### config.mk
export PLATFORM = sky130hd
export DESIGN_NAME = raw_block_delta_decompressor_unit
export DESIGN_NICKNAME = d
export VERILOG_FILES = /design/src/rbdd_pkg.sv /design/src/rbdd_front.sv /design/src/rbdd_queue.sv /design/src/rbdd_back.sv /design/src/raw_block_delta_decompressor_unit.sv
export SDC_FILE = /design/constraint.sdc
export NUM_CORES = 1
export LEC_CHECK = 0
export BUFFER_PORTS_ARGS = -buffer_cell sky130_fd_sc_hd__buf_2
export CAP_MARGIN = 10
export CORE_ASPECT_RATIO = 1.2
export CORE_MARGIN = 2
export CORE_UTILIZATION = 65
export DETAILED_ROUTE_END_ITERATION = 6
export PLACE_DENSITY = 0.95
export SLEW_MARGIN = 20
export SYNTH_ARGS = -nofsm -noshare
export SYNTH_HDL_FRONTEND = slang
export SYNTH_HIERARCHICAL = 1
export SYNTH_SLANG_ARGS = --single-unit
### constraint.sdc
create_clock -name aclk -period 27.4 [get_ports aclk]
set_clock_uncertainty 0.2 [all_clocks]
set_input_delay 2.74 -clock aclk [delete_from_list [all_inputs] [get_ports aclk]]
set_output_delay 2.74 -clock aclk [all_outputs]
set_load 0.01 [all_outputs]
### src/rbdd_pkg.sv
// shared types and constants for the block delta decompressor
`default_nettype none

package rbdd_pkg;

    localparam int BLOCK_PIXELS  = 16;
    localparam int MAX_ROW_WIDTH = 16384;
    localparam int QUEUE_DEPTH   = 2;

    localparam int PIX_W    = 11;
    localparam int POS_W    = 14;
    localparam int WIDTH_W  = 15;
    localparam int IDX_W    = 4;
    localparam int SH_W     = 3;
    localparam int DELTA_W  = 7;
    // delta field spans bits 127:30 of the block
    localparam int DELTA_LO   = 30;
    localparam int DELTA_SPAN = 128 - DELTA_LO;

    localparam logic [WIDTH_W-1:0] ROW_WIDTH_RESET = 15'd4096;
    localparam logic [WIDTH_W-1:0] ROW_WIDTH_MAX   = WIDTH_W'(MAX_ROW_WIDTH);
    localparam logic [PIX_W-1:0]   PIX_MAX         = 11'h7FF;
    localparam logic [IDX_W-1:0]   LAST_PIXEL      = IDX_W'(BLOCK_PIXELS - 1);

    typedef struct packed {
        logic [63:0] block_high;
        logic [63:0] block_low;
    } in_word_t;

    typedef struct packed {
        logic [PIX_W-1:0] pixel_value;
        logic [POS_W-1:0] pixel_column;
        logic [POS_W-1:0] pixel_row;
        logic             block_done;
    } out_word_t;

    // classified block handed from front to back
    typedef struct packed {
        logic [DELTA_SPAN-1:0] deltas;
        logic [PIX_W-1:0]      max_val;
        logic [PIX_W-1:0]      min_val;
        logic [IDX_W-1:0]      max_idx;
        logic [IDX_W-1:0]      min_idx;
        logic [SH_W-1:0]       shift;
        logic [POS_W-1:0]      column_base;
        logic [POS_W-1:0]      row_index;
    } job_t;

endpackage

`default_nettype wire

### src/rbdd_front.sv
// front end: unpacks block header, picks shift, tracks column and row
`default_nettype none

module rbdd_front
    import rbdd_pkg::*;
(
    input  wire logic               aclk,
    input  wire logic               aresetn,
    input  wire logic               cfg_wr_en,
    input  wire logic [WIDTH_W-1:0] cfg_wr_data,
    input  wire logic               s_valid,
    output logic                    s_ready,
    input  wire in_word_t           s_word,
    output logic                    push,
    input  wire logic               q_ready,
    output job_t                    job
);

    logic [WIDTH_W-1:0] row_width_reg;
    logic [POS_W-1:0]   column_base_reg, column_base_next;
    logic [POS_W-1:0]   row_index_reg, row_index_next;

    logic [127:0]       blk;
    logic [PIX_W-1:0]   mx, mn, range_val;
    logic [SH_W-1:0]    sh;
    logic [WIDTH_W-1:0] w_eff, col_adv, col_test;

    assign s_ready = q_ready;
    assign push    = s_valid && q_ready;

    // header fields
    assign blk = {s_word.block_high, s_word.block_low};
    assign mx  = blk[10:0];
    assign mn  = blk[21:11];
    assign range_val = mx - mn;

    // smallest shift that covers max - min, capped at 4; zero when max is below min
    always_comb begin
        sh = '0;
        if (mx >= mn) begin
            if (range_val < 11'd128)       sh = 3'd0;
            else if (range_val < 11'd256)  sh = 3'd1;
            else if (range_val < 11'd512)  sh = 3'd2;
            else if (range_val < 11'd1024) sh = 3'd3;
            else                           sh = 3'd4;
        end
    end

    always_comb begin
        job.deltas      = blk[127:DELTA_LO];
        job.max_val     = mx;
        job.min_val     = mn;
        job.max_idx     = blk[25:22];
        job.min_idx     = blk[29:26];
        job.shift       = sh;
        job.column_base = column_base_reg;
        job.row_index   = row_index_reg;
    end

    // column and row advance after each block
    assign w_eff    = (row_width_reg > ROW_WIDTH_MAX) ? ROW_WIDTH_MAX : row_width_reg;
    assign col_adv  = {1'b0, column_base_reg} + (column_base_reg[0] ? 15'd31 : 15'd1);
    assign col_test = col_adv + 15'd30;

    always_comb begin
        column_base_next = column_base_reg;
        row_index_next   = row_index_reg;
        if (push) begin
            if (col_test >= w_eff) begin
                column_base_next = '0;
                row_index_next   = row_index_reg + 14'd1;
            end else begin
                column_base_next = col_adv[POS_W-1:0];
            end
        end
    end

    always_ff @(posedge aclk) begin
        if (!aresetn) begin
            row_width_reg   <= ROW_WIDTH_RESET;
            column_base_reg <= '0;
            row_index_reg   <= '0;
        end else begin
            if (cfg_wr_en) row_width_reg <= cfg_wr_data;
            column_base_reg <= column_base_next;
            row_index_reg   <= row_index_next;
        end
    end

endmodule

`default_nettype wire

### src/rbdd_queue.sv
// short register queue between front and back
`default_nettype none

module rbdd_queue
    import rbdd_pkg::*;
(
    input  wire logic aclk,
    input  wire logic aresetn,
    input  wire logic push,
    input  wire job_t in_job,
    output logic      in_ready,
    input  wire logic pop,
    output logic      out_valid,
    output job_t      out_job
);

    localparam int PTR_W = (QUEUE_DEPTH > 1) ? $clog2(QUEUE_DEPTH) : 1;
    localparam int CNT_W = $clog2(QUEUE_DEPTH + 1);
    localparam logic [PTR_W-1:0] PTR_LAST = PTR_W'(QUEUE_DEPTH - 1);
    localparam logic [CNT_W-1:0] CNT_FULL = CNT_W'(QUEUE_DEPTH);

    job_t             entry_reg [QUEUE_DEPTH];
    logic [PTR_W-1:0] wr_ptr_reg, rd_ptr_reg;
    logic [CNT_W-1:0] count_reg;

    assign in_ready  = (count_reg != CNT_FULL);
    assign out_valid = (count_reg != '0);
    assign out_job   = entry_reg[rd_ptr_reg];

    // entry storage
    always_ff @(posedge aclk) begin
        if (push) entry_reg[wr_ptr_reg] <= in_job;
    end

    // pointers and fill count
    always_ff @(posedge aclk) begin
        if (!aresetn) begin
            wr_ptr_reg <= '0;
            rd_ptr_reg <= '0;
            count_reg  <= '0;
        end else begin
            if (push) wr_ptr_reg <= (wr_ptr_reg == PTR_LAST) ? '0 : wr_ptr_reg + 1'b1;
            if (pop)  rd_ptr_reg <= (rd_ptr_reg == PTR_LAST) ? '0 : rd_ptr_reg + 1'b1;
            if (push && !pop)      count_reg <= count_reg + 1'b1;
            else if (pop && !push) count_reg <= count_reg - 1'b1;
        end
    end

endmodule

`default_nettype wire

### src/rbdd_back.sv
// back end: expands one block into sixteen pixel words
`default_nettype none

module rbdd_back
    import rbdd_pkg::*;
(
    input  wire logic aclk,
    input  wire logic aresetn,
    input  wire logic q_valid,
    input  wire job_t q_job,
    output logic      pop,
    output logic      m_valid,
    input  wire logic m_ready,
    output out_word_t m_word
);

    job_t                  job_reg;
    logic [DELTA_SPAN-1:0] delta_reg;
    logic [IDX_W-1:0]      cnt_reg;
    logic                  work_valid_reg;
    out_word_t             out_reg;
    logic                  out_valid_reg;

    logic             adv, last, use_delta;
    logic [PIX_W:0]   sum;
    logic [PIX_W-1:0] pix;

    assign adv  = work_valid_reg && (!out_valid_reg || m_ready);
    assign last = (cnt_reg == LAST_PIXEL);
    assign pop  = q_valid && (!work_valid_reg || (adv && last));

    // pixel value for the current position
    assign use_delta = (cnt_reg != job_reg.max_idx) && (cnt_reg != job_reg.min_idx);
    assign sum = ({{(PIX_W + 1 - DELTA_W){1'b0}}, delta_reg[DELTA_W-1:0]} << job_reg.shift)
               + {1'b0, job_reg.min_val};

    always_comb begin
        if (cnt_reg == job_reg.max_idx)      pix = job_reg.max_val;
        else if (cnt_reg == job_reg.min_idx) pix = job_reg.min_val;
        else if (sum > {1'b0, PIX_MAX})      pix = PIX_MAX;
        else                                 pix = sum[PIX_W-1:0];
    end

    // output register payload
    always_ff @(posedge aclk) begin
        if (adv) begin
            out_reg.pixel_value  <= pix;
            out_reg.pixel_column <= job_reg.column_base + {{(POS_W - IDX_W - 1){1'b0}}, cnt_reg, 1'b0};
            out_reg.pixel_row    <= job_reg.row_index;
            out_reg.block_done   <= last;
        end
    end

    // working block and delta shifter
    always_ff @(posedge aclk) begin
        if (pop) begin
            job_reg   <= q_job;
            delta_reg <= q_job.deltas;
        end else if (adv && use_delta) begin
            delta_reg <= delta_reg >> DELTA_W;
        end
    end

    // control
    always_ff @(posedge aclk) begin
        if (!aresetn) begin
            cnt_reg        <= '0;
            work_valid_reg <= 1'b0;
            out_valid_reg  <= 1'b0;
        end else begin
            if (pop) begin
                cnt_reg        <= '0;
                work_valid_reg <= 1'b1;
            end else if (adv) begin
                cnt_reg <= cnt_reg + 1'b1;
                if (last) work_valid_reg <= 1'b0;
            end
            if (adv)          out_valid_reg <= 1'b1;
            else if (m_ready) out_valid_reg <= 1'b0;
        end
    end

    assign m_valid = out_valid_reg;
    assign m_word  = out_reg;

endmodule

`default_nettype wire

### src/raw_block_delta_decompressor_unit.sv
// top level: one 16-byte compressed block in, sixteen raw pixels out
// first pixel word passes the queue entry, the back end working block register and
//   its output register; later pixel words follow as the output accepts them
// throughput: one pixel per cycle from the back end output register when the output
//   is not stalled; a two-entry queue lets the front take blocks meanwhile
// reset: synchronous active-low aresetn clears column, row and queue, row width 4096
`default_nettype none

module raw_block_delta_decompressor_unit
    import rbdd_pkg::*;
(
    input  wire logic               aclk,
    input  wire logic               aresetn,
    input  wire logic               cfg_wr_en,
    input  wire logic [WIDTH_W-1:0] cfg_wr_data,
    input  wire logic               s_valid,
    output logic                    s_ready,
    input  wire in_word_t           s_word,
    output logic                    m_valid,
    input  wire logic               m_ready,
    output out_word_t               m_word
);

    logic push, q_ready, q_valid, pop;
    job_t front_job, q_job;

    rbdd_front u_front (
        .aclk        (aclk),
        .aresetn     (aresetn),
        .cfg_wr_en   (cfg_wr_en),
        .cfg_wr_data (cfg_wr_data),
        .s_valid     (s_valid),
        .s_ready     (s_ready),
        .s_word      (s_word),
        .push        (push),
        .q_ready     (q_ready),
        .job         (front_job)
    );

    rbdd_queue u_queue (
        .aclk      (aclk),
        .aresetn   (aresetn),
        .push      (push),
        .in_job    (front_job),
        .in_ready  (q_ready),
        .pop       (pop),
        .out_valid (q_valid),
        .out_job   (q_job)
    );

    rbdd_back u_back (
        .aclk    (aclk),
        .aresetn (aresetn),
        .q_valid (q_valid),
        .q_job   (q_job),
        .pop     (pop),
        .m_valid (m_valid),
        .m_ready (m_ready),
        .m_word  (m_word)
    );

endmodule

`default_nettype wire

Word level (Yosys, flattened, before mapping)
Memories as Yosys holds them, arrays and structs flattened. A register that Yosys moved wholly into a read port is not among the register bits.
Cells that the tools add are included.
{"block": "word_totals", "n_memories": 1, "inputBits": 148, "mem_bits_rw": 318, "reg_bits": 252, "out_inout_bits": 42, "elab_cells": 98}
{"block": "op_classes", "reduce_logical": 23, "eq_ne": 6, "addsub": 11, "muxes": 26, "order_cmp": 8, "bitwise_logic": 1, "shifts": 1}
{"memory": "u_queue.entry_reg", "depth": 2, "width": 159, "read_ports": 1, "rd_clocked_by_memory_dff": 1, "wr": 1, "line": "rbdd_queue.sv:22", "source": "job_t entry_reg [QUEUE_DEPTH];"}
{"cell": "$mux 98", "n": 2}
{"cell": "$mux 11", "n": 3}
{"cell": "$add 14x15->15", "n": 1}
{"cell": "$add 15x5->15 const B", "n": 1}
{"cell": "$ge 15x15->1", "n": 1}
{"cell": "$gt 15x15->1 const B", "n": 1}
{"cell": "$mux 15", "n": 1}
{"cell": "$mux 3", "n": 5}
{"cell": "$add 14x1->14 const B", "n": 1}
{"cell": "$add 14x5->14", "n": 1}
{"cell": "$mux 14", "n": 1}
{"cell": "$add 12x11->12", "n": 1}
{"cell": "$gt 12x11->1 const B", "n": 1}
{"cell": "$reduce_bool 2->1", "n": 6}
{"cell": "$shl 7x3->12", "n": 1}
{"cell": "$ge 11x11->1", "n": 1}
{"cell": "$lt 11x10->1 const B", "n": 1}
{"cell": "$lt 11x11->1 const B", "n": 1}
{"cell": "$lt 11x8->1 const B", "n": 1}
{"cell": "$lt 11x9->1 const B", "n": 1}
{"cell": "$mux 1", "n": 11}
{"cell": "$sub 11x11->11", "n": 1}
{"cell": "$eq 4x4->1", "n": 2}
{"cell": "$logic_and 1x1->1", "n": 8}
{"cell": "other kinds (14)", "n": 22}

Depth between registers and ports, before layout
Gate-level depths: netlist (run 1).
{"block": "logic_depth", "word_depth": 9, "ltp_mapped": 20, "ltp_nobuf": 18}

Modules after synthesis
The synthesis (run 1) kept the hierarchy.
{"mod": "rbdd_queue", "area_per_inst_um2": 12115.4, "seq_area_each_um2": 9649.3, "instances": 1, "cells_each": 517}
{"mod": "rbdd_back", "area_per_inst_um2": 8886.0, "seq_area_each_um2": 6095.8, "instances": 1, "cells_each": 744}
{"mod": "rbdd_front", "area_per_inst_um2": 4259.1, "seq_area_each_um2": 860.8, "instances": 1, "cells_each": 531}

Worst setup path before layout (run 1)
No wires, ideal clock.
{"block": "synth_path", "path_type": "input -> register", "start": "input s_valid", "end": "memory u_queue/entry_reg[0][0] in the netlist's numbering, enable pin", "t_required_ns": 26.501, "path_buffers": 1, "slack_ns": 16.090, "t_arrival_ns": 10.411, "path_stages": 4, "setup_ns": 0.699, "path_cell_list": "nand2_1 -> inv_1 -> clkbuf_1 -> nor2b_1"}
{"block": "synth_between", "elab_chain_len": 3}
{"element": "from (decl)", "line": "raw_block_delta_decompressor_unit.sv:16", "source": "input wire logic s_valid,"}
{"element": "$logic_and 1x1->1", "line": "rbdd_front.sv:29", "source": "assign push = s_valid && q_ready;"}
{"element": "via push", "line": "raw_block_delta_decompressor_unit.sv:24", "source": "logic push, q_ready, q_valid, pop;"}
{"element": "$mux 1", "line": "rbdd_queue.sv:32", "source": "if (push) entry_reg[wr_ptr_reg] <= in_job;"}
{"element": "$mux 1 (implied by the code)", "line": "rbdd_queue.sv:32"}
{"element": "to (decl)", "line": "rbdd_queue.sv:22"}
The timed path passes the listed nets, and every way through them passes these cells.

Worst setup path in the final report (run 1)
{"block": "layout_path", "start": "input m_ready", "end": "register u_back.delta_reg[36], data pin"}
{"block": "layout_between", "elab_chain_len": 6}
{"element": "from (decl)", "line": "raw_block_delta_decompressor_unit.sv:20", "source": "input wire logic m_ready,"}
{"element": "$logic_or 1x1->1", "line": "rbdd_back.sv:28", "source": "assign adv = work_valid_reg && (!out_valid_reg || m_ready);"}
{"element": "$logic_and 1x1->1", "line": "rbdd_back.sv:28"}
{"element": "$logic_and 1x1->1", "line": "rbdd_back.sv:30", "source": "assign pop = q_valid && (!work_valid_reg || (adv && last));"}
{"element": "$logic_or 1x1->1", "line": "rbdd_back.sv:30"}
{"element": "$logic_and 1x1->1", "line": "rbdd_back.sv:30"}
{"element": "via pop", "line": "raw_block_delta_decompressor_unit.sv:24"}
{"element": "$mux 98", "line": "rbdd_back.sv:56", "source": "if (pop) begin"}
{"element": "to (signal assigned)", "line": "rbdd_back.sv:58", "source": "delta_reg <= q_job.deltas;"}
{"element": "to (signal assigned)", "line": "rbdd_back.sv:60", "source": "delta_reg <= delta_reg >> DELTA_W;"}
{"element": "to (decl)", "line": "rbdd_back.sv:18", "source": "logic [DELTA_SPAN-1:0] delta_reg;"}
The timed path passes the listed nets, and every way through them passes these cells.
A chain may end at the register's enable or synchronous reset.

==> run summary, run 1 <==
## Clock tree
- 0.57 ns — clock insertion delay at the later pin of the skew report
- 3 — maximum number of buffers from clock root to sink
- 0 — post-CTS resize count
- 0 — post-CTS repair timing setup buffer count
- sky130_fd_sc_hd__clkbuf_16 — root buf cell
- 2 — H-tree level count
- 0.06 ns — clock-pin slew reported for the worst setup and hold paths after clock tree synthesis
- 571 — number of clock sinks
- yes — clock tree from TritonCTS
- 0 — number of hold buffers added after cts
- 51 — cts bufs inserted

## Cells and area
- 2295 — fillcell total
- 0.7075 — Core Util, Final
- 27270 um2 — final instance area
- sky130_fd_sc_hd__edfxtp_1 — leading cell type in the layout, fill and taps excluded
- 2051 — # nets final
- 2385 — Non-Filler Instances
- 318 — Largest register FFs
- sky130_fd_sc_hd__edfxtp_1, sky130_fd_sc_hd__nand2_1, sky130_fd_sc_hd__buf_2, sky130_fd_sc_hd__mux2_4, sky130_fd_sc_hd__nor2_1 — most frequent cells in the layout
- 0.2554 — share of final-layout standard cells stronger than drive strength 1
- 7.970% — area added between synthesis and finish

## Yosys
- 1992 — Synthesized Nets
- sky130_fd_sc_hd__edfxtp_1, sky130_fd_sc_hd__mux2_4, sky130_fd_sc_hd__nand2_1 — Synth area leaders
- 1792 — Gate Count Post-Synth
- 14.10 um2 — Avg Cell Area, Syn
- 0 — Async S/R FF share, synth
- 517 — EDFF count, synth
- 0.04121 — area fraction in compound gates after synthesis
- 0.09857 — mux cell area share after synthesis
- 571 — post-synthesis sequential element count
- 6 — Warnings, synthesis
- sky130_fd_sc_hd__edfxtp_1 — primary flip-flop cell chosen by synthesis mapping
- 0.02635 — post-synthesis share of cell area spent on full adders, half adders and majority gates
- 0.6146 — Synth top area share
- 0.6574 — sequential area share after synthesis
- 79 — number of library cell types mapped by synthesis
- 25260 um2 — netlist area before placement
- 0.09183 — post-synthesis share of cell area spent on and, or, nand and nor gates
- sky130_fd_sc_hd__edfxtp_1 — library cell with the largest summed area after synthesis
- multiplexers — combinational family with the most area after synthesis
- 0.02249 — synthesized-area fraction occupied by xor and xnor cells

## Power and ir drop
- 0.294 — combinational group share of total power
- 0.3176 — share of total power consumed by net switching
- 0.07589 mV — largest voltage drop on the vdd net
- 0.9387 mW — switching power of the nets
- 2.017 mW — internal power component
- 0.242 — fraction of power consumed by the clock network
- 10.49 nW — static leakage power
- 0.464 — Seq pwr share
- 108.4 nW/um2 — Power Dens Cells
- 2.955 mW — Final Total Pwr

## Die
- 190 — total I/O pin count
- 40460 um2 — floorplan die area
- 79 — number of cell rows
- 184.0 um — width of the die
- 220.0 um — Die Y
- 0.6553 — starting density of the core
- 38550 um2 — core region area

## Timing
- 0 — final count of pins violating max slew
- 0 ns — final setup TNS
- 0 — number of setup violations in the final report
- 6.124 ns — min cycle time layout
- 21.28 ns — Worst Slack Setup Final
- 0 — count of endpoints failing hold in the final timing report
- 0.2198 ns — worst hold slack after final layout
- 0.1633 GHz — Max Clk Rate
- 0.2235 — period utilization
- 0.2735 — worst rel slew slack
- 1.090 ns — Worst Tran Pin Value
- false — RSZ-0062 raised after global routing

## GRT
- 0.2470 — Total Routing Usage GR
- 12 — number of antenna violations at the first check in global routing
- 0.4350 — met2 global-route usage
- 99 — maximum number of pins on one net before global-route repair
- met2 — busiest grt layer
- 14540 — vias in the first global route
- 0.2941 — routing usage on met1
- 0.04644 — met3 track utilization from global routing
- 0 — residual overflow from global routing
- 76.77 mm — wire length of the first global-routing pass

## Routing
- 1 — number of design rule violations left after detail routing
- 5.943 — post-DR vias/cell
- 0 — remaining antenna violation count after routing
- 50.34 mm — final wirelength
- 7 — TritonRoute pass-1 iters
- 1432 — number of DRC markers in iteration 0
- 14170 — routed via count
- 21.10 um — wire length per cell

## Critical path
- primary input — crit start category
- in2reg — Crit Path Category
- 94 — CP max FO
- 6.35 ns — worst endpoint data arrival time
- 27.63 ns — required time of the critical path
- flip-flop — kind of capture point of the worst setup path

## Placement
- 31.49 mm — final HPWL from detailed placement
- 2283 — placed cell count
- 189 — number of port buffers
- 20.39 ns — minimum setup slack after placement
- 25550 um2 — area post-placement
- 0.9185 — global placement routability congestion

## Run status
- DRC — failing checks
- finished, violations left — result of the run

## Min path
- reg2reg — worst min-delay path class

## Flow run
- 0 — max-cap viol count

[routing by layer]
metal | vias to the layer above | part of all wire
met5 | - | 0.00083
met3 | 146 | 0.063
li1 | 6457 | -
met1 | 6931 | 0.37
met4 | 8 | 0.044
met2 | 632 | 0.52
[logic make-up (layout without fill, tap and decap cells)]
logic type      count (synthesis)  after routing
fa+ha+maj                      52             52
buf+inv                       238            337
simple gates                  533            533
other cells                     0              8
mux                           190            190
xor+xnor                       61             61
flops                         571            571
compound gates                147            147
[worst paths after layout]
path	from	end	slack (ns)	depth (start not counted)
min reg2reg	u_back/job_reg[14]	u_back/m_word[15]	0.22	0
max	m_ready	u_back/delta_reg[36]	21.28	8
min	u_back/job_reg[14]	u_back/m_word[15]	0.22	0
max reg2reg	u_front/column_base_reg[0]	u_front/column_base_reg[5]	21.92	16
[layout make-up]
cell class              count  area, um2  share of cell area
flip-flops and latches    571      16610              0.6090
clock inverters            27      266.5            0.009772
clock buffers              66       1415             0.05189
well taps                 486      608.1             0.02230
multi-input cells         983       7128              0.2614
inverters                  41      158.9            0.005826
diodes                      8      20.02           0.0007340
repair buffers            203       1067             0.03913
[power groups by stage]
stage          sequential, mW  combinational [mW]  clock [mW]
4_1_cts                  1.37               0.859       0.724
3_5_place_dp             1.38               0.842           0
6_report                 1.37               0.869       0.716
3_3_place_gp             1.37               0.792           0
2_1_floorplan            1.38               0.661           0
5_1_grt                  1.39               0.948       0.757
[Yosys cell counts, drive strengths merged, types with 9 or more instances]
cell,instances
a21o,10
a21oi,43
and3,12
buf,167
clkbuf,30
dfxtp,54
edfxtp,517
ha,50
inv,40
mux2,164
mux2i,26
nand2,341
nand3,25
nand4,14
nor2,72
nor2b,10
o21a,12
o21ai,19
o31ai,14
or3,9
xnor2,40
xor2,21
[worst max-delay path, cell delays in order]
cell                      delay, ns
sky130_fd_sc_hd__buf_2         0.11
sky130_fd_sc_hd__nor2b_1       0.09
sky130_fd_sc_hd__o21ai_1       0.73
sky130_fd_sc_hd__nand2_4       0.74
sky130_fd_sc_hd__inv_6         0.89
sky130_fd_sc_hd__buf_4         0.70
sky130_fd_sc_hd__nand2_1       0.17
sky130_fd_sc_hd__nand2_1       0.10
No activity file was read; power rests on OpenSTA's default activity.
==> run 2, diff against run 1 <==
CORE_UTILIZATION = 54   (was 65)
PLACE_DENSITY = 0.87   (was 0.95)
clock period = 5.46 ns   (was 27.4 ns; I/O delays follow)
==> run 2 against run 1 <==
The flow now finishes without violations. Flip-flop and latch count is the same. Critical path depth grew 9. Highest routed layer unchanged. Non-clock buffer count grew 145. Critical endpoint is now u_front/row_index_reg[9].
==> run summary, run 2 (synthesis gave the netlist of run 1 again) <==
## Power and ir drop
- 0.298 — combinational group share of total power
- 11.12 nW — static leakage power
- 4.822 mW — switching power of the nets
- 0.3209 — share of total power consumed by net switching
- 10.21 mW — internal power component
- 518.9 nW/um2 — Power Dens Cells
- 0.246 — fraction of power consumed by the clock network
- 0.3811 mV — largest voltage drop on the vdd net
- 0.456 — Seq pwr share

## GRT
- 154 — maximum number of pins on one net before global-route repair
- 15150 — vias in the first global route
- 81.22 mm — wire length of the first global-routing pass
- 0.2155 — Total Routing Usage GR
- 0.2473 — routing usage on met1
- 0.4016 — met2 global-route usage
- 4 — number of antenna violations at the first check in global routing
- 0.03173 — met3 track utilization from global routing
- 0 — residual overflow from global routing
- met2 — busiest grt layer

## Cells and area
- 318 — Largest register FFs
- 14.64% — area added between synthesis and finish
- 28960 um2 — final instance area
- 3298 — fillcell total
- 0.2396 — share of final-layout standard cells stronger than drive strength 1
- 2660 — Non-Filler Instances
- 2199 — # nets final
- sky130_fd_sc_hd__edfxtp_1, sky130_fd_sc_hd__nand2_1, sky130_fd_sc_hd__buf_2, sky130_fd_sc_hd__dlygate4sd3_1, sky130_fd_sc_hd__mux2_4 — most frequent cells in the layout
- sky130_fd_sc_hd__edfxtp_1 — leading cell type in the layout, fill and taps excluded

## Die
- 48530 um2 — floorplan die area
- 0.5485 — starting density of the core
- 86 — number of cell rows
- 201.4 um — width of the die
- 46050 um2 — core region area
- 190 — total I/O pin count
- 240.9 um — Die Y

## Clock tree
- 0.06 ns — clock-pin slew reported for the worst setup and hold paths after clock tree synthesis
- sky130_fd_sc_hd__clkbuf_16 — root buf cell
- 2 — H-tree level count
- 0 — post-CTS resize count
- yes — clock tree from TritonCTS
- 0 — post-CTS repair timing setup buffer count
- 143 — number of hold buffers added after cts
- 0.62 ns — clock insertion delay at the later pin of the skew report
- 571 — number of clock sinks
- 54 — cts bufs inserted
- 3 — maximum number of buffers from clock root to sink

## Critical path
- flip-flop — kind of capture point of the worst setup path
- 1 — Worst Path Buf+Inv
- simple AND/OR/NAND/NOR gates — largest delay contributor family on the critical path
- reg2reg — Crit Path Category
- ha_1 > and2b_1 > o211ai_2 > a211oi_1 > xnor2_2 > nand3_2 > or4_4 > xnor2_1 > ha_1 > a21o_1 > a21o_1 > a221oi_1 > o21a_1 > buf_4 > and2_1 > nor4b_1 > mux2i_1 — ordered list of cells on the worst path
- sky130_fd_sc_hd__dfxtp_1 — master of the slowest instance on the critical path
- 13 — CP max FO
- flip-flop — crit start category
- 0.59 ns — delay contributed by the slowest stage of the critical path
- 5.79 ns — required time of the critical path
- 5.44 ns — worst endpoint data arrival time

## Routing
- 14420 — routed via count
- 0 — number of design rule violations left after detail routing
- 5 — TritonRoute pass-1 iters
- 994 — number of DRC markers in iteration 0
- 0 — remaining antenna violation count after routing
- 52.48 mm — final wirelength
- 19.73 um — wire length per cell
- 5.420 — post-DR vias/cell

## Timing
- 0.1956 GHz — Max Clk Rate
- false — RSZ-0062 raised after global routing
- 0 — final count of pins violating max slew
- 0.3146 — worst rel slew slack
- 0.1659 ns — worst hold slack after final layout
- 0.3479 ns — Worst Slack Setup Final
- 0 — count of endpoints failing hold in the final timing report
- 0 ns — final setup TNS
- 5.112 ns — min cycle time layout
- 0 — number of setup violations in the final report
- 1.028 ns — Worst Tran Pin Value
- 0.9363 — period utilization

## Flow run
- 0 — max-cap viol count

## Placement
- 189 — number of port buffers
- 2416 — placed cell count
- 0.9026 — global placement routability congestion
- 25780 um2 — area post-placement
- 0.4215 ns — minimum setup slack after placement
- 29.60 mm — final HPWL from detailed placement

## Min path
- in2reg — worst min-delay path class

## Run status
- finished, final reports clean — result of the run

run 2: cell types whose count changed in the layout (fill, tap and decap cells not counted), sizes merged:
cell,before,now
buf,203,205
bufinv,5,4
clkbuf,66,70
diode,8,3
dlygate4sd3,0,143
inv,41,43
run 2: metal layers:
| metal | wire length (um) | part of all wire | vias to the layer above |
|---|---|---|---|
| met4 | 1913 | 0.036 | 2 |
| met5 | 17 | 0.00032 | - |
| met1 | 19910 | 0.38 | 7067 |
| met3 | 2728 | 0.052 | 116 |
| met2 | 27910 | 0.53 | 491 |
| li1 | - | - | 6740 |
run 2: final cells by class:
| class | instances | area, um2 | share of cell area |
|---|---|---|---|
| diodes | 3 | 7.507 | 0.0002592 |
| clock buffers | 70 | 1451 | 0.05012 |
| clock inverters | 28 | 285.3 | 0.009851 |
| inverters | 41 | 158.9 | 0.005487 |
| multi-input cells | 983 | 7128 | 0.2461 |
| flip-flops and latches | 571 | 16610 | 0.5736 |
| well taps | 616 | 770.7 | 0.02661 |
| repair buffers | 348 | 2547 | 0.08797 |
run 2: through the flow:
stage | power (mW) | utilization
after floorplan | 10.16 | -
after global placement | 11.05 | 0.5599
after detailed placement | 11.22 | 0.5599
after CTS | 15.05 | 0.6286
after global routing | 15.79 | 0.6288
final | 15.03 | 0.6288
run 2: power groups by stage:
stage | Clock, mW | Sequential (mW) | Combinational [mW]
after detailed placement | 0 | 6.90 | 4.32
after global placement | 0 | 6.85 | 4.20
after CTS | 3.75 | 6.83 | 4.47
after global routing | 3.94 | 6.94 | 4.91
final | 3.70 | 6.85 | 4.48
after floorplan | 0 | 6.84 | 3.32
run 2: path summary, 6_finish.rpt:
path | slack, ns | cells after the start | from | to
hold / removal | 0.17 | 2 | aresetn | u_front/row_width_reg[12]
setup reg to reg | 0.35 | 17 | u_front/column_base_reg[0] | u_front/row_index_reg[9]
setup / recovery | 0.35 | 17 | u_front/column_base_reg[0] | u_front/row_index_reg[9]
hold reg to reg | 0.21 | 0 | u_back/job_reg[6] | u_back/m_word[7]
==> run 3, diff against run 2 <==
CORE_UTILIZATION = 65   (was 54)
PLACE_DENSITY = 0.95   (was 0.87)
clock period = 6.1 ns   (was 5.46 ns; I/O delays follow)
==> run 3 against run 2 <==
Count of clock-buffer cells in the layout shrank 1. Die area decreased by 17%. Critical path depth fell by 1. Sequential power shrank 11%. Setup slack improved by 0.31 ns. Clock power down 5.4%. Via count fell by 0.99%. Register-to-register slack better by 0.31 ns. Utilization up 9.8 points. Combinational power shrank 11%. Sequential share of layout area rose by 1.9 points. Cell count fell by 8.1%.
==> run summary, run 3 (synthesis gave the netlist of run 1 again) <==
## Cells and area
- 0.2499 — share of final-layout standard cells stronger than drive strength 1
- sky130_fd_sc_hd__edfxtp_1 — leading cell type in the layout, fill and taps excluded
- 318 — Largest register FFs
- 2108 — # nets final
- sky130_fd_sc_hd__edfxtp_1, sky130_fd_sc_hd__nand2_1, sky130_fd_sc_hd__buf_2, sky130_fd_sc_hd__mux2_4, sky130_fd_sc_hd__nor2_1 — most frequent cells in the layout
- 2318 — fillcell total
- 10.97% — area added between synthesis and finish

## Placement
- 0.9103 — global placement routability congestion
- 30.43 mm — final HPWL from detailed placement
- 189 — number of port buffers

## Flow run
- 0 — max-cap viol count

## Critical path
- flip-flop — crit start category
- reg2reg — Crit Path Category
- flip-flop — kind of capture point of the worst setup path
- u_front/column_base_reg[0] — Worst Setup SP
- 11 — CP max FO
- sky130_fd_sc_hd__dfxtp_1 — master of the slowest instance on the critical path
- 6.42 ns — required time of the critical path
- compound AO/OA/AOI/OAI gates — largest delay contributor family on the critical path
- 0 — Worst Path Buf+Inv
- u_front/column_base_reg[0] — R2R Path Start
- ha_1 > and2b_1 > o211ai_2 > a211oi_1 > xnor2_2 > nand3_2 > or4_4 > xnor2_1 > ha_1 > a21o_1 > a21o_1 > a221oi_1 > o21a_1 > nand3_1 > or3_1 > a21oi_1 — ordered list of cells on the worst path
- 5.76 ns — worst endpoint data arrival time
- 0.61 ns — delay contributed by the slowest stage of the critical path

## Die
- 184.0 um — width of the die
- 220.0 um — Die Y
- 79 — number of cell rows
- 38550 um2 — core region area
- 190 — total I/O pin count
- 40460 um2 — floorplan die area
- 0.6553 — starting density of the core

## Clock tree
- 0 — post-CTS repair timing setup buffer count
- 53 — cts bufs inserted
- 3 — maximum number of buffers from clock root to sink
- 571 — number of clock sinks
- 2 — H-tree level count
- 0.61 ns — clock insertion delay at the later pin of the skew report
- 0.07 ns — clock-pin slew reported for the worst setup and hold paths after clock tree synthesis
- yes — clock tree from TritonCTS
- sky130_fd_sc_hd__clkbuf_16 — root buf cell

## GRT
- 78.53 mm — wire length of the first global-routing pass
- 14650 — vias in the first global route
- 0.2543 — Total Routing Usage GR
- 5 — number of antenna violations at the first check in global routing
- 161 — maximum number of pins on one net before global-route repair
- 0 — residual overflow from global routing

## Timing
- 0 — final count of pins violating max slew
- 0.01800 ns — worst hold slack after final layout
- 0.1839 GHz — Max Clk Rate
- false — RSZ-0062 raised after global routing
- 0.8916 — period utilization
- 0 ns — final setup TNS
- 0.3187 — worst rel slew slack
- 0 — number of setup violations in the final report
- 1.022 ns — Worst Tran Pin Value
- 5.439 ns — min cycle time layout
- 0 — count of endpoints failing hold in the final timing report

## Min path
- in2reg — worst min-delay path class
- s_word[34] — Worst Hold Launch

## Power and ir drop
- 485.1 nW/um2 — Power Dens Cells
- 0.292 — combinational group share of total power
- 4.337 mW — switching power of the nets
- 9.260 mW — internal power component
- 0.3087 mV — largest voltage drop on the vdd net
- 0.451 — Seq pwr share
- 10.81 nW — static leakage power
- 13.60 mW — Final Total Pwr
- 0.257 — fraction of power consumed by the clock network
- 0.3190 — share of total power consumed by net switching

## Routing
- 21.21 um — wire length per cell
- 5.840 — post-DR vias/cell
- 14270 — routed via count
- 5 — TritonRoute pass-1 iters
- 0 — remaining antenna violation count after routing
- 51.84 mm — final wirelength
- 0 — number of design rule violations left after detail routing
- 1247 — number of DRC markers in iteration 0

## Run status
- finished, final reports clean — result of the run

==> run 3: cell count changes in the layout (fill, tap and decap cells not counted), sizes merged <==
| cell | change |
|---|---|
| dlygate4sd3 | -86 |
| buf | -4 |
| bufinv | +4 |
| diode | +2 |
| clkbuf | -1 |
| clkinvlp | -1 |
==> run 3: what timing repair did <==
item,4_1_cts,5_1_grt
resized for setup,0,0
hold buffers,57,0
endpoints found under the setup margin,0,0
endpoints found under the hold margin,111,0
==> run 3: metal layers <==
layer	vias to the layer above	wire [um]	share of wire	GRT usage
li1	6564	-	-	-
met1	7038	19300	0.37	0.2982
met2	548	28040	0.54	0.4747
met3	124	2657	0.051	0.03338
met4	0	1845	0.036	0.09600
met5	-	0	0	0
==> run 3: final timing paths <==
check | endpoint | slack [ns] | cells after the start
max | u_front/column_base_reg[5] | 0.66 | 16
min | u_queue/entry_reg[1][65] | 0.02 | 1
max reg2reg | u_front/column_base_reg[5] | 0.66 | 16
min reg2reg | u_back/m_word[15] | 0.22 | 0
==> run 3: metrics by stage <==
step           instance area [um2]  cells  setup WS [ns]  utilization
6_report                     28030   2444         0.6612       0.7271
5_1_grt                      28030   2444         0.4579       0.7271
4_1_cts                      28020   2439         0.7313       0.7268
3_5_place_dp                 25580   2282         0.7921       0.6635
3_3_place_gp                 25580   2282         0.9920       0.6635
2_1_floorplan                25270   1792         0.4584            -
==> run 3: power groups by stage <==
stage               registers [mW]  logic (mW)  clock network (mW)
floorplan                     6.13        2.97                   0
global placement              6.10        3.67                   0
detailed placement            6.16        3.83                   0
CTS                           6.11        3.91                3.53
global route                  6.20        4.33                3.69
finish                        6.13        3.97                3.50
==> run 3: final cells by class <==
cell class	count	area, um2	share of cell area
Antenna cell	5	12.51	0.0004464
Clock buffer	69	1446	0.05160
Clock inverter	31	422.9	0.01509
Inverter	41	158.9	0.005669
Multi-Input combinational cell	983	7128	0.2543
Sequential cell	571	16610	0.5926
Tap cell	486	608.1	0.02169
Timing Repair Buffer	258	1644	0.05865
